===== src/uih_pkg.sv =====
// Shared types, constants and helpers of the universal integer hash.
`timescale 1ns / 1ps

package uih_pkg;

	// Generator and register reset constants.
	localparam logic [31:0] LCG_MUL       = 32'd1664525;
	localparam logic [31:0] LCG_INC       = 32'd1013904223;
	localparam logic [30:0] PRIME_RESET   = 31'd10007;
	localparam logic [30:0] BUCKETS_RESET = 31'd16;

	// Item kinds carried in tuser.
	localparam logic [1:0] KIND_HASH   = 2'd0;
	localparam logic [1:0] KIND_REGEN  = 2'd1;
	localparam logic [1:0] KIND_RESEED = 2'd2;

	// Configuration register indexes.
	localparam logic REG_PRIME   = 1'b0;
	localparam logic REG_BUCKETS = 1'b1;

	// Step counts of the serial remainder unit.
	localparam logic [6:0] STEPS_WIDE   = 7'd64;
	localparam logic [6:0] STEPS_DRAW   = 7'd32;
	localparam logic [6:0] STEPS_BUCKET = 7'd31;

	typedef enum logic [3:0] {
		ST_IDLE,
		ST_MUL,
		ST_LIN,
		ST_ABS,
		ST_WAIT_P,
		ST_FIX,
		ST_WAIT_M,
		ST_START_A,
		ST_WAIT_A,
		ST_START_B,
		ST_WAIT_B,
		ST_FINISH
	} state_t;

	// Request to the serial remainder unit; the dividend is left-aligned.
	typedef struct packed {
		logic        start;
		logic [63:0] dividend;
		logic [6:0]  steps;
		logic [30:0] divisor;
	} rem_req_t;

	// One step of the linear congruential generator, modulo 2^32.
	function automatic logic [31:0] lcg_next(input logic [31:0] x);
		return x * LCG_MUL + LCG_INC;
	endfunction

endpackage


===== src/uih_serial_rem.sv =====
// Bit-serial restoring remainder unit: one dividend bit per cycle.
`timescale 1ns / 1ps

module uih_serial_rem (
	input  logic              clk,
	input  logic              arst_n,
	input  uih_pkg::rem_req_t req,
	output logic              done,
	output logic [30:0]       rem
);

	logic [63:0] sh_q;
	logic [30:0] rem_q;
	logic [30:0] divisor_q;
	logic [6:0]  cnt_q;
	logic        busy_q;
	logic        done_q;
	logic [31:0] trial;
	logic [31:0] diff;
	logic        fits;

	// Bring down the next dividend bit and subtract the divisor when it fits.
	assign trial = {rem_q, sh_q[63]};
	assign diff  = trial - {1'b0, divisor_q};
	assign fits  = trial >= {1'b0, divisor_q};

	always_ff @(posedge clk or negedge arst_n) begin
		if (!arst_n) begin
			busy_q <= 1'b0;
			done_q <= 1'b0;
			cnt_q  <= 7'd0;
		end else begin
			done_q <= 1'b0;
			if (req.start) begin
				busy_q <= 1'b1;
				cnt_q  <= req.steps;
			end else if (busy_q) begin
				cnt_q <= cnt_q - 7'd1;
				if (cnt_q == 7'd1) begin
					busy_q <= 1'b0;
					done_q <= 1'b1;
				end
			end
		end
	end

	always_ff @(posedge clk) begin
		if (req.start) begin
			sh_q      <= req.dividend;
			rem_q     <= 31'd0;
			divisor_q <= req.divisor;
		end else if (busy_q) begin
			sh_q  <= {sh_q[62:0], 1'b0};
			rem_q <= fits ? diff[30:0] : trial[30:0];
		end
	end

	assign done = done_q;
	assign rem  = rem_q;

endmodule


===== src/universal_integer_hash.sv =====
// Top level of the universal integer hash: control, serial multiplier and coefficients.
`timescale 1ns / 1ps
// A hash word runs 32 multiply steps, 64 remainder steps mod p and 31 remainder steps mod m,
// with control states between them, before its result is valid; a regenerate or reseed
// word runs two 32-step remainders, and an unused kind goes straight to the result.
// One word is processed at a time; the next is accepted in the cycle after the result is
// loaded, later only while an unread result holds the output.
// Reset: arst_n clears control and restores p = 10007, m = 16, a = 1, b = 0, state 0.

module universal_integer_hash (
	input  logic        clk,
	input  logic        arst_n,
	input  logic        s_tvalid,
	output logic        s_tready,
	input  logic [63:0] s_tdata,   // key [31:0] (signed), seed_value [63:32]
	input  logic [1:0]  s_tuser,   // kind [1:0]
	output logic        m_tvalid,
	input  logic        m_tready,
	output logic [95:0] m_tdata,   // bucket [30:0], coef_a [61:31], coef_b [92:62], zero pad
	input  logic        cfg_we,
	input  logic        cfg_index,
	input  logic [30:0] cfg_data
);

	uih_pkg::state_t   state_q;
	uih_pkg::state_t   state_d;
	uih_pkg::rem_req_t rem_req;

	// Configuration and coefficient state.
	logic [30:0] prime_q;
	logic [30:0] buckets_q;
	logic [31:0] gen_q;
	logic [30:0] mult_q;
	logic [30:0] offset_q;

	// Working registers of one hash.
	logic [63:0] prod_q;
	logic [4:0]  cnt_q;
	logic        key_neg_q;
	logic        lin_neg_q;
	logic [30:0] bucket_q;

	// Output register.
	logic        m_valid_q;
	logic [92:0] out_q;

	logic        rem_done;
	logic [30:0] rem_val;
	logic        accept;
	logic        load_out;
	logic [30:0] p_eff;
	logic [30:0] m_eff;
	logic [31:0] key_mag;
	logic [32:0] mul_sum;
	logic [63:0] lin_mag;
	logic [30:0] r_fixed;
	logic [31:0] gen_seed;

	// A prime below two counts as two, and zero buckets as one.
	assign p_eff = (prime_q < 31'd2) ? 31'd2 : prime_q;
	assign m_eff = (buckets_q == 31'd0) ? 31'd1 : buckets_q;

	assign accept  = s_tvalid && s_tready;
	assign key_mag = s_tdata[31] ? (~s_tdata[31:0] + 32'd1) : s_tdata[31:0];

	// Shift-and-add step: add a to the upper half when the low multiplier bit is set.
	assign mul_sum = {1'b0, prod_q[63:32]} + (prod_q[0] ? {2'b00, mult_q} : 33'd0);

	// Magnitude of the signed linear term held in prod_q after the LIN step.
	assign lin_mag = prod_q[63] ? (~prod_q + 64'd1) : prod_q;

	// Mathematical remainder: a negative term with a nonzero remainder folds to p - r.
	assign r_fixed = (lin_neg_q && (rem_val != 31'd0)) ? (p_eff - rem_val) : rem_val;

	// A reseed loads the generator before the first draw.
	assign gen_seed = (s_tuser == uih_pkg::KIND_RESEED) ? s_tdata[63:32] : gen_q;

	uih_serial_rem u_rem (
		.clk    (clk),
		.arst_n (arst_n),
		.req    (rem_req),
		.done   (rem_done),
		.rem    (rem_val)
	);

	// Next-state logic.
	always_comb begin
		state_d = state_q;
		unique case (state_q)
			uih_pkg::ST_IDLE: begin
				if (s_tvalid) begin
					unique case (s_tuser)
						uih_pkg::KIND_HASH:   state_d = uih_pkg::ST_MUL;
						uih_pkg::KIND_REGEN:  state_d = uih_pkg::ST_START_A;
						uih_pkg::KIND_RESEED: state_d = uih_pkg::ST_START_A;
						default:              state_d = uih_pkg::ST_FINISH;
					endcase
				end
			end
			uih_pkg::ST_MUL: begin
				if (cnt_q == 5'd31) state_d = uih_pkg::ST_LIN;
			end
			uih_pkg::ST_LIN:     state_d = uih_pkg::ST_ABS;
			uih_pkg::ST_ABS:     state_d = uih_pkg::ST_WAIT_P;
			uih_pkg::ST_WAIT_P: begin
				if (rem_done) state_d = uih_pkg::ST_FIX;
			end
			uih_pkg::ST_FIX:     state_d = uih_pkg::ST_WAIT_M;
			uih_pkg::ST_WAIT_M: begin
				if (rem_done) state_d = uih_pkg::ST_FINISH;
			end
			uih_pkg::ST_START_A: state_d = uih_pkg::ST_WAIT_A;
			uih_pkg::ST_WAIT_A: begin
				if (rem_done) state_d = uih_pkg::ST_START_B;
			end
			uih_pkg::ST_START_B: state_d = uih_pkg::ST_WAIT_B;
			uih_pkg::ST_WAIT_B: begin
				if (rem_done) state_d = uih_pkg::ST_FINISH;
			end
			uih_pkg::ST_FINISH: begin
				if (!m_valid_q || m_tready) state_d = uih_pkg::ST_IDLE;
			end
			default:             state_d = uih_pkg::ST_IDLE;
		endcase
	end

	// Output logic: handshake, remainder requests and result loading.
	always_comb begin
		s_tready         = 1'b0;
		load_out         = 1'b0;
		rem_req.start    = 1'b0;
		rem_req.dividend = lin_mag;
		rem_req.steps    = uih_pkg::STEPS_WIDE;
		rem_req.divisor  = p_eff;
		unique case (state_q)
			uih_pkg::ST_IDLE:    s_tready = 1'b1;
			uih_pkg::ST_ABS:     rem_req.start = 1'b1;
			uih_pkg::ST_FIX: begin
				rem_req.start    = 1'b1;
				rem_req.dividend = {r_fixed, 33'd0};
				rem_req.steps    = uih_pkg::STEPS_BUCKET;
				rem_req.divisor  = m_eff;
			end
			uih_pkg::ST_START_A: begin
				rem_req.start    = 1'b1;
				rem_req.dividend = {gen_q, 32'd0};
				rem_req.steps    = uih_pkg::STEPS_DRAW;
				rem_req.divisor  = p_eff - 31'd1;
			end
			uih_pkg::ST_START_B: begin
				rem_req.start    = 1'b1;
				rem_req.dividend = {gen_q, 32'd0};
				rem_req.steps    = uih_pkg::STEPS_DRAW;
			end
			uih_pkg::ST_FINISH:  load_out = !m_valid_q || m_tready;
			default: begin
			end
		endcase
	end

	// Control state, configuration and coefficients.
	always_ff @(posedge clk or negedge arst_n) begin
		if (!arst_n) begin
			state_q   <= uih_pkg::ST_IDLE;
			m_valid_q <= 1'b0;
			prime_q   <= uih_pkg::PRIME_RESET;
			buckets_q <= uih_pkg::BUCKETS_RESET;
			gen_q     <= 32'd0;
			mult_q    <= 31'd1;
			offset_q  <= 31'd0;
			cnt_q     <= 5'd0;
		end else begin
			state_q <= state_d;

			if (cfg_we) begin
				unique case (cfg_index)
					uih_pkg::REG_PRIME:   prime_q   <= cfg_data;
					uih_pkg::REG_BUCKETS: buckets_q <= cfg_data;
					default: begin
					end
				endcase
			end

			// The first draw is taken as the word is accepted.
			if (accept && ((s_tuser == uih_pkg::KIND_REGEN) ||
					(s_tuser == uih_pkg::KIND_RESEED))) begin
				gen_q <= uih_pkg::lcg_next(gen_seed);
			end

			// The multiplier comes from the first draw; then the second draw is taken.
			if ((state_q == uih_pkg::ST_WAIT_A) && rem_done) begin
				mult_q <= rem_val + 31'd1;
				gen_q  <= uih_pkg::lcg_next(gen_q);
			end
			if ((state_q == uih_pkg::ST_WAIT_B) && rem_done) begin
				offset_q <= rem_val;
			end

			if (accept) begin
				cnt_q <= 5'd0;
			end else if (state_q == uih_pkg::ST_MUL) begin
				cnt_q <= cnt_q + 5'd1;
			end

			if (load_out) begin
				m_valid_q <= 1'b1;
			end else if (m_tready) begin
				m_valid_q <= 1'b0;
			end
		end
	end

	// Datapath registers of the hash.
	always_ff @(posedge clk) begin
		if (accept) begin
			prod_q    <= {32'd0, key_mag};
			key_neg_q <= s_tdata[31];
			bucket_q  <= 31'd0;
		end else begin
			unique case (state_q)
				uih_pkg::ST_MUL: prod_q <= {mul_sum, prod_q[31:1]};
				// Signed linear term: a*|key| + b, or b - a*|key| for a negative key.
				uih_pkg::ST_LIN: prod_q <= key_neg_q ? ({33'd0, offset_q} - prod_q)
				                                     : (prod_q + {33'd0, offset_q});
				uih_pkg::ST_ABS: lin_neg_q <= prod_q[63];
				uih_pkg::ST_WAIT_M: begin
					if (rem_done) bucket_q <= rem_val;
				end
				default: begin
				end
			endcase
		end

		if (load_out) begin
			out_q <= {offset_q, mult_q, bucket_q};
		end
	end

	assign m_tvalid = m_valid_q;
	assign m_tdata  = {3'b000, out_q};

endmodule

===== config.mk =====
export PLATFORM = sky130hd
export DESIGN_NAME = universal_integer_hash
export DESIGN_NICKNAME = d
export VERILOG_FILES = /design/src/uih_pkg.sv /design/src/uih_serial_rem.sv /design/src/universal_integer_hash.sv
export SDC_FILE = /design/constraint.sdc
export NUM_CORES = 2
export LEC_CHECK = 0
export BUFFER_PORTS_ARGS = -buffer_cell sky130_fd_sc_hd__buf_2
export CAP_MARGIN = 20
export CORE_MARGIN = 1
export CORE_UTILIZATION = 45
export DETAILED_ROUTE_END_ITERATION = 10
export PLACE_DENSITY = 0.7
export SKIP_CTS_REPAIR_TIMING = 1
export SLEW_MARGIN = 20
export SYNTH_ARGS = -nofsm -noshare
export SYNTH_HDL_FRONTEND = slang
export SYNTH_SLANG_ARGS = --single-unit

===== constraint.sdc =====
create_clock -name clk -period 17.4 [get_ports clk]
set_input_delay 3.48 -clock clk [delete_from_list [all_inputs] [get_ports clk]]
set_output_delay 3.48 -clock clk [all_outputs]
set_load 0.02 [all_outputs]

# [After elaboration in Yosys (flattened, before gate mapping)]
# Cells that the tools add are included.
[op_classes] n_addsub=13 n_lt_le_gt_ge=2 n_bitwise=4 n_mux=40 n_reduce_logical=27 n_eq_ne=21 n_mul=2
[ops] cell="two-way mux 64 bit" n=4
[ops] cell="two-way mux 32 bit" n=5
[ops] cell="two-way mux 31 bit" n=5
[ops] cell="case mux 71 bit (2 select lines)" n=1
[ops] cell="case mux 64 bit (2 select lines)" n=1
[ops] cell="adder 32 x 30 -> 32 bit (second input constant)" n=2
[ops] cell="adder 64 x 1 -> 64 bit (second input constant)" n=1
[ops] cell="adder 64 x 31 -> 64 bit" n=1
[ops] cell="multiplier 32 x 21 -> 32 bit (second input constant)" n=2
[ops] cell="NOT 64 bit" n=1
[ops] cell="subtractor 31 x 64 -> 64 bit" n=1
[ops] cell="case mux 31 bit (2 select lines)" n=1
[ops] cell="subtractor 31 bit" n=2
[ops] cell="case mux 4 bit (11 select lines)" n=1
[ops] cell="adder 32 x 31 -> 33 bit" n=1
[ops] cell="adder 32 x 1 -> 32 bit (second input constant)" n=1
[ops] cell="greater-or-equal comparator 32 x 31 -> 1 bit" n=1
[ops] cell="NOT 32 bit" n=1
[ops] cell="adder 31 x 1 -> 31 bit (second input constant)" n=1
[ops] cell="zero test 31 bit" n=1
[ops] cell="< comparator 31 x 2 -> 1 bit (second input constant)" n=1
[ops] cell="nonzero test 31 bit" n=1
[ops] cell="subtractor 31 x 1 -> 31 bit (second input constant)" n=1
[ops] cell="two-way mux 4 bit" n=6
[ops] cell="other kinds (28)" n=66
[totals] elab_cells=129 out_inout_bits=98 ff_bits=491 inputBits=103

# [Depth between registers and ports, before layout]
[logic_depth] ltp_word=6 mapped_depth=33 ltp_nobuf=30

# [By module]
# Synthesis repeated with hierarchy kept, for this count alone.
[unflattened] cells_unflattened=5028 hier_area_um2=46500.8
[by_module_without_submodules] mod="universal_integer_hash" n_inst=1 cells_per_inst=4375 area_per_inst_um2=39293.9 seq_area_each_um2=9241.4
[by_module_without_submodules] mod="uih_serial_rem" n_inst=1 cells_per_inst=653 area_per_inst_um2=7206.9 seq_area_each_um2=3698.5

# [Worst setup path before layout]
# No wires, ideal clock.
[synth_path] path_type="in2reg" start="input s_tuser[0]" end="register gen_q[31]" arrival_time_ns=10.891 cell_stages=31 setup_slack_ns=6.388 setup_ns=0.120 n_path_buf=2 t_required_ns=17.280 path_cell_list="inv_1 > ha_1 > clkbuf_1 > clkbuf_1 > mux2i_1 > inv_1 > ha_1 > xnor2_1 > ha_1 > a21o_1 > fa_1 > fa_1 > inv_1 > fa_1 > inv_1 > fa_1 > inv_1 > fa_1 > inv_1 > ha_1 > a21o_1 > a21o_1 > a21oi_1 > a21bo_2 > a41oi_1 > o31a_1 > or4_1 > a31oi_1 > xnor2_1 > o22ai_1 > a31o_2"
[synth_via] elab_chain_len=6 word_cells_on_any_way=10 classes_between="add/sub (1); mul (1); eq/ne (2); mux (3); reduce/logical (3)"
[synth_rtl] element="from (decl)" line_no="universal_integer_hash.sv:16" source="input logic [1:0] s_tuser,"
[synth_rtl] element="equality test 2 bit" line_no="universal_integer_hash.sv:76, universal_integer_hash.sv:186"
[synth_rtl] element="two-way mux 32 bit" line_no="universal_integer_hash.sv:76" source="assign gen_seed = (s_tuser == uih_pkg::KIND_RESEED) ? s_tdata[63:32] : gen_q;"
[synth_rtl] element="multiplier 32 x 21 -> 32 bit" line_no="uih_pkg.sv:51" source="return x * LCG_MUL + LCG_INC;"
[synth_rtl] element="adder 32 x 30 -> 32 bit" line_no="uih_pkg.sv:51"
[synth_rtl] element="two-way mux 32 bit" line_no="universal_integer_hash.sv:185" source="if (accept && ((s_tuser == uih_pkg::KIND_REGEN) ||"
[synth_rtl] element="two-way mux 32 bit" line_no="universal_integer_hash.sv:191" source="if ((state_q == uih_pkg::ST_WAIT_A) && rem_done) begin"
[synth_rtl] element="to (signal assigned)" line_no="universal_integer_hash.sv:187" source="gen_q <= uih_pkg::lcg_next(gen_seed);"
[synth_rtl] element="to (signal assigned)" line_no="universal_integer_hash.sv:193" source="gen_q <= uih_pkg::lcg_next(gen_q);"
[synth_rtl] element="to (decl)" line_no="universal_integer_hash.sv:32" source="logic [31:0] gen_q;"
# Several ways; a longest one is shown, not always the timed one. The select of a mux whose other input is x is not followed.
# A chain may end at the register's enable or synchronous reset.

# [Worst setup path in the final report]
# Ends and elaborated chain as after synthesis.

==> flow_metrics.env <==
export IMPL_outcome="complete, no violations"
export IMPL_ys_seq_area_share_pct=28.2
export IMPL_nNetsFinal=5944
export IMPL_syn_area_mm2=0.0460
export IMPL_worst_path_largest_cell_delay_ns=0.73
export IMPL_synth_edff_count=222
export IMPL_min_path_cells=0
export IMPL_grt_pass1_wl_um=218000
export IMPL_final_antenna_net_count=0
export IMPL_place_hpwl_um=112000
export IMPL_cts_sinks=491
export IMPL_critPathLaunch="s_tuser[0]"
export IMPL_worstRegToRegCells=27
export IMPL_cp_required_ns=17.94
export IMPL_routedWlPerCell_um=21.8
export IMPL_worstMarginPinSlew_ns=1.11
export IMPL_cts_path_max_buffers=3
export IMPL_worst_path_most_repeated_cell="inv_1"
export IMPL_syn_area_per_cell_um2=9.07
export IMPL_slew_headroom_pct=25.7
export IMPL_arrival_ns=11.59
export IMPL_reg2reg_slack_ns=9.47
export IMPL_dieArea_mm2=0.103
export IMPL_htreeDepth=2
export IMPL_insertion_delay_ns=0.66
export IMPL_antenna_found_initial=7
export IMPL_first_pass_iters=6
export IMPL_fin_crit_ns=11.04
export IMPL_cts_buffers_inserted=53
export IMPL_cts_tree="built"
export IMPL_drv_cap=0
export IMPL_grt_pass1_vias=36800
export IMPL_end_kind="flop"
export IMPL_cpMaxStageDelayCell="mux2i_1"
export IMPL_coreArea_mm2=0.101
export IMPL_drt_total_wl_um=142000
export IMPL_worst_r2r_startpoint="gen_q[0]"
export IMPL_cp_num_buf_inv=8
export IMPL_port_buffer_count=197
export IMPL_tns_ns=0
export IMPL_path_max_fanout=46
export IMPL_fin_skew_ns=0.0614
export IMPL_finalMaxSlewViolations=0
export IMPL_clk_pin_slew_ns=0.07
export IMPL_holdCritPathClass="reg2reg"
export IMPL_via_per_inst=5.80
export IMPL_synthTopCellsByArea="edfxtp_1, ha_1, fa_1"
export IMPL_grt_max_degree=115
export IMPL_r2r_end="gen_q[31]"
export IMPL_io_pins=201
export IMPL_synth_cell_types=94
export IMPL_setup_viol=0
export IMPL_drive_gt1_share_pct=10.3
export IMPL_ctsRootBufferMaster="clkbuf_16"
export IMPL_yosysWarnings=0
export IMPL_drt_iter0_drc=3499
export IMPL_cpLargestDelayFamily="adder cells"
export IMPL_synth_seq_cells=491
export IMPL_crit_end="gen_q[31]"
export IMPL_netlist_area_leader_share_pct=14.5
export IMPL_finalWeightedCongestion=0.984
export IMPL_dieHeight_um=322
export IMPL_vias=37800
export IMPL_hold_violations=0
export IMPL_hp_start="bucket_q[14]"
export IMPL_crit_cells=31
export IMPL_grt_use_total_pct=27.5
export IMPL_rsz0062_at_grt="no"
export IMPL_crit_path_start_kind="input port"
export IMPL_initial_core_util_pct=45.7
export IMPL_syn_inst=5068
export IMPL_area_growth_pct=8.38
export IMPL_synth_main_ff_cell="edfxtp_1"
export IMPL_num_rows=116
export IMPL_ys_async_sr_fraction_pct=35.6
export IMPL_drc=0
export IMPL_die_w_um=322
export IMPL_final_period_utilization_pct=63.5
export IMPL_fmax_ghz=0.0905
export IMPL_grt_ovfl_total=0
export IMPL_crit_type="in2reg"
export IMPL_yosys_area_top_type="edfxtp_1"
## layout by cell type (no fill, tap or decap), drive strengths merged, types with 20 or more instances in the layout
cell type and instances:
inv 649, ha 452, nand2 402, nor2 359, a21oi 292, fa 278, o21ai 270, xnor2 255
buf 239, edfxtp 222, dfrtp 165, xor2 144, mux2 108, nand3 99, nor3 95, dfxtp 94
a21o 82, a211oi 82, clkbuf 65, and2 49, nand2b 47, nor4 44, a31oi 42, nand4 39
o21a 38, nor2b 38, a221oi 34, o211ai 31, or3 29, and3 29, o31ai 28, or2 24
mux2i 24, clkinv 24, a221o 22, o21bai 20, or4 20
## cells in the mapped netlist, drive strengths merged (108+ instances only)
master    n
edfxtp  222
inv     644
ha      452
dfrtp   165
a21oi   292
nand2   402
xor2    144
o21ai   270
fa      278
mux2    108
nor2    359
xnor2   255
clkbuf  205
## kinds of logic after synthesis
logic type	count (synthesis)	share of synthesized area, %
muxes	132	3.17
and+or+nand+nor	1309	13.6
adders and majority gates	730	24.4
AOI/OAI and AO/OA	1106	15.5
DFF	491	28.2
buffers and inverters	900	7.44
other	1	0.00816
xor gates and xnor gates	399	7.64
## per-stage QoR
step | util, % | area (um^2) | instances | setup slack, ns | hold WS, ns
after global placement | 47.8 | 48100 | 6413 | 5.83 | 0.413
final | 49.5 | 49800 | 6514 | 6.36 | 0.427
after global routing | 49.5 | 49800 | 6512 | 5.85 | 0.439
after floorplan | - | 46000 | 5070 | 6.39 | 0.408
after CTS | 49.5 | 49800 | 6512 | 6.43 | 0.427
after detailed placement | 47.8 | 48100 | 6413 | 5.76 | 0.414
## state kept, by name (all words and copies together), names as in the netlist, 32 cells and up
name,cells
out_q,93
prod_q,64
u_rem.sh_q,64
gen_q,32
## worst min path at each step
stage	endpoint	slack [ns]
finish	out_q[14]	0.43
global route	out_q[11]	0.44
CTS	out_q[11]	0.43
detailed placement	out_q[29]	0.41
global placement	out_q[28]	0.41
floorplan	out_q[0]	0.41
## layer usage
layer / GRT usage [%] / part of all wire (%)
met4: 9.04 / 3.3
met3: 4.92 / 8.5
met2: 42.7 / 45
met1: 38.5 / 43
met5: 0 / 0.047
## layout make-up
type	instances	area, um^2
fill	9311	50800
multi-input combinational	3679	29700
antenna	2	5.00
sequential	491	12900
inverter	646	2430
clock inverter	35	318
tap	1357	1700
timing repair buffer	240	1320
clock buffer	64	1440
Power is not shown: default switching activity piles up to over one toggle a cycle in this logic, so the estimate is an artifact.
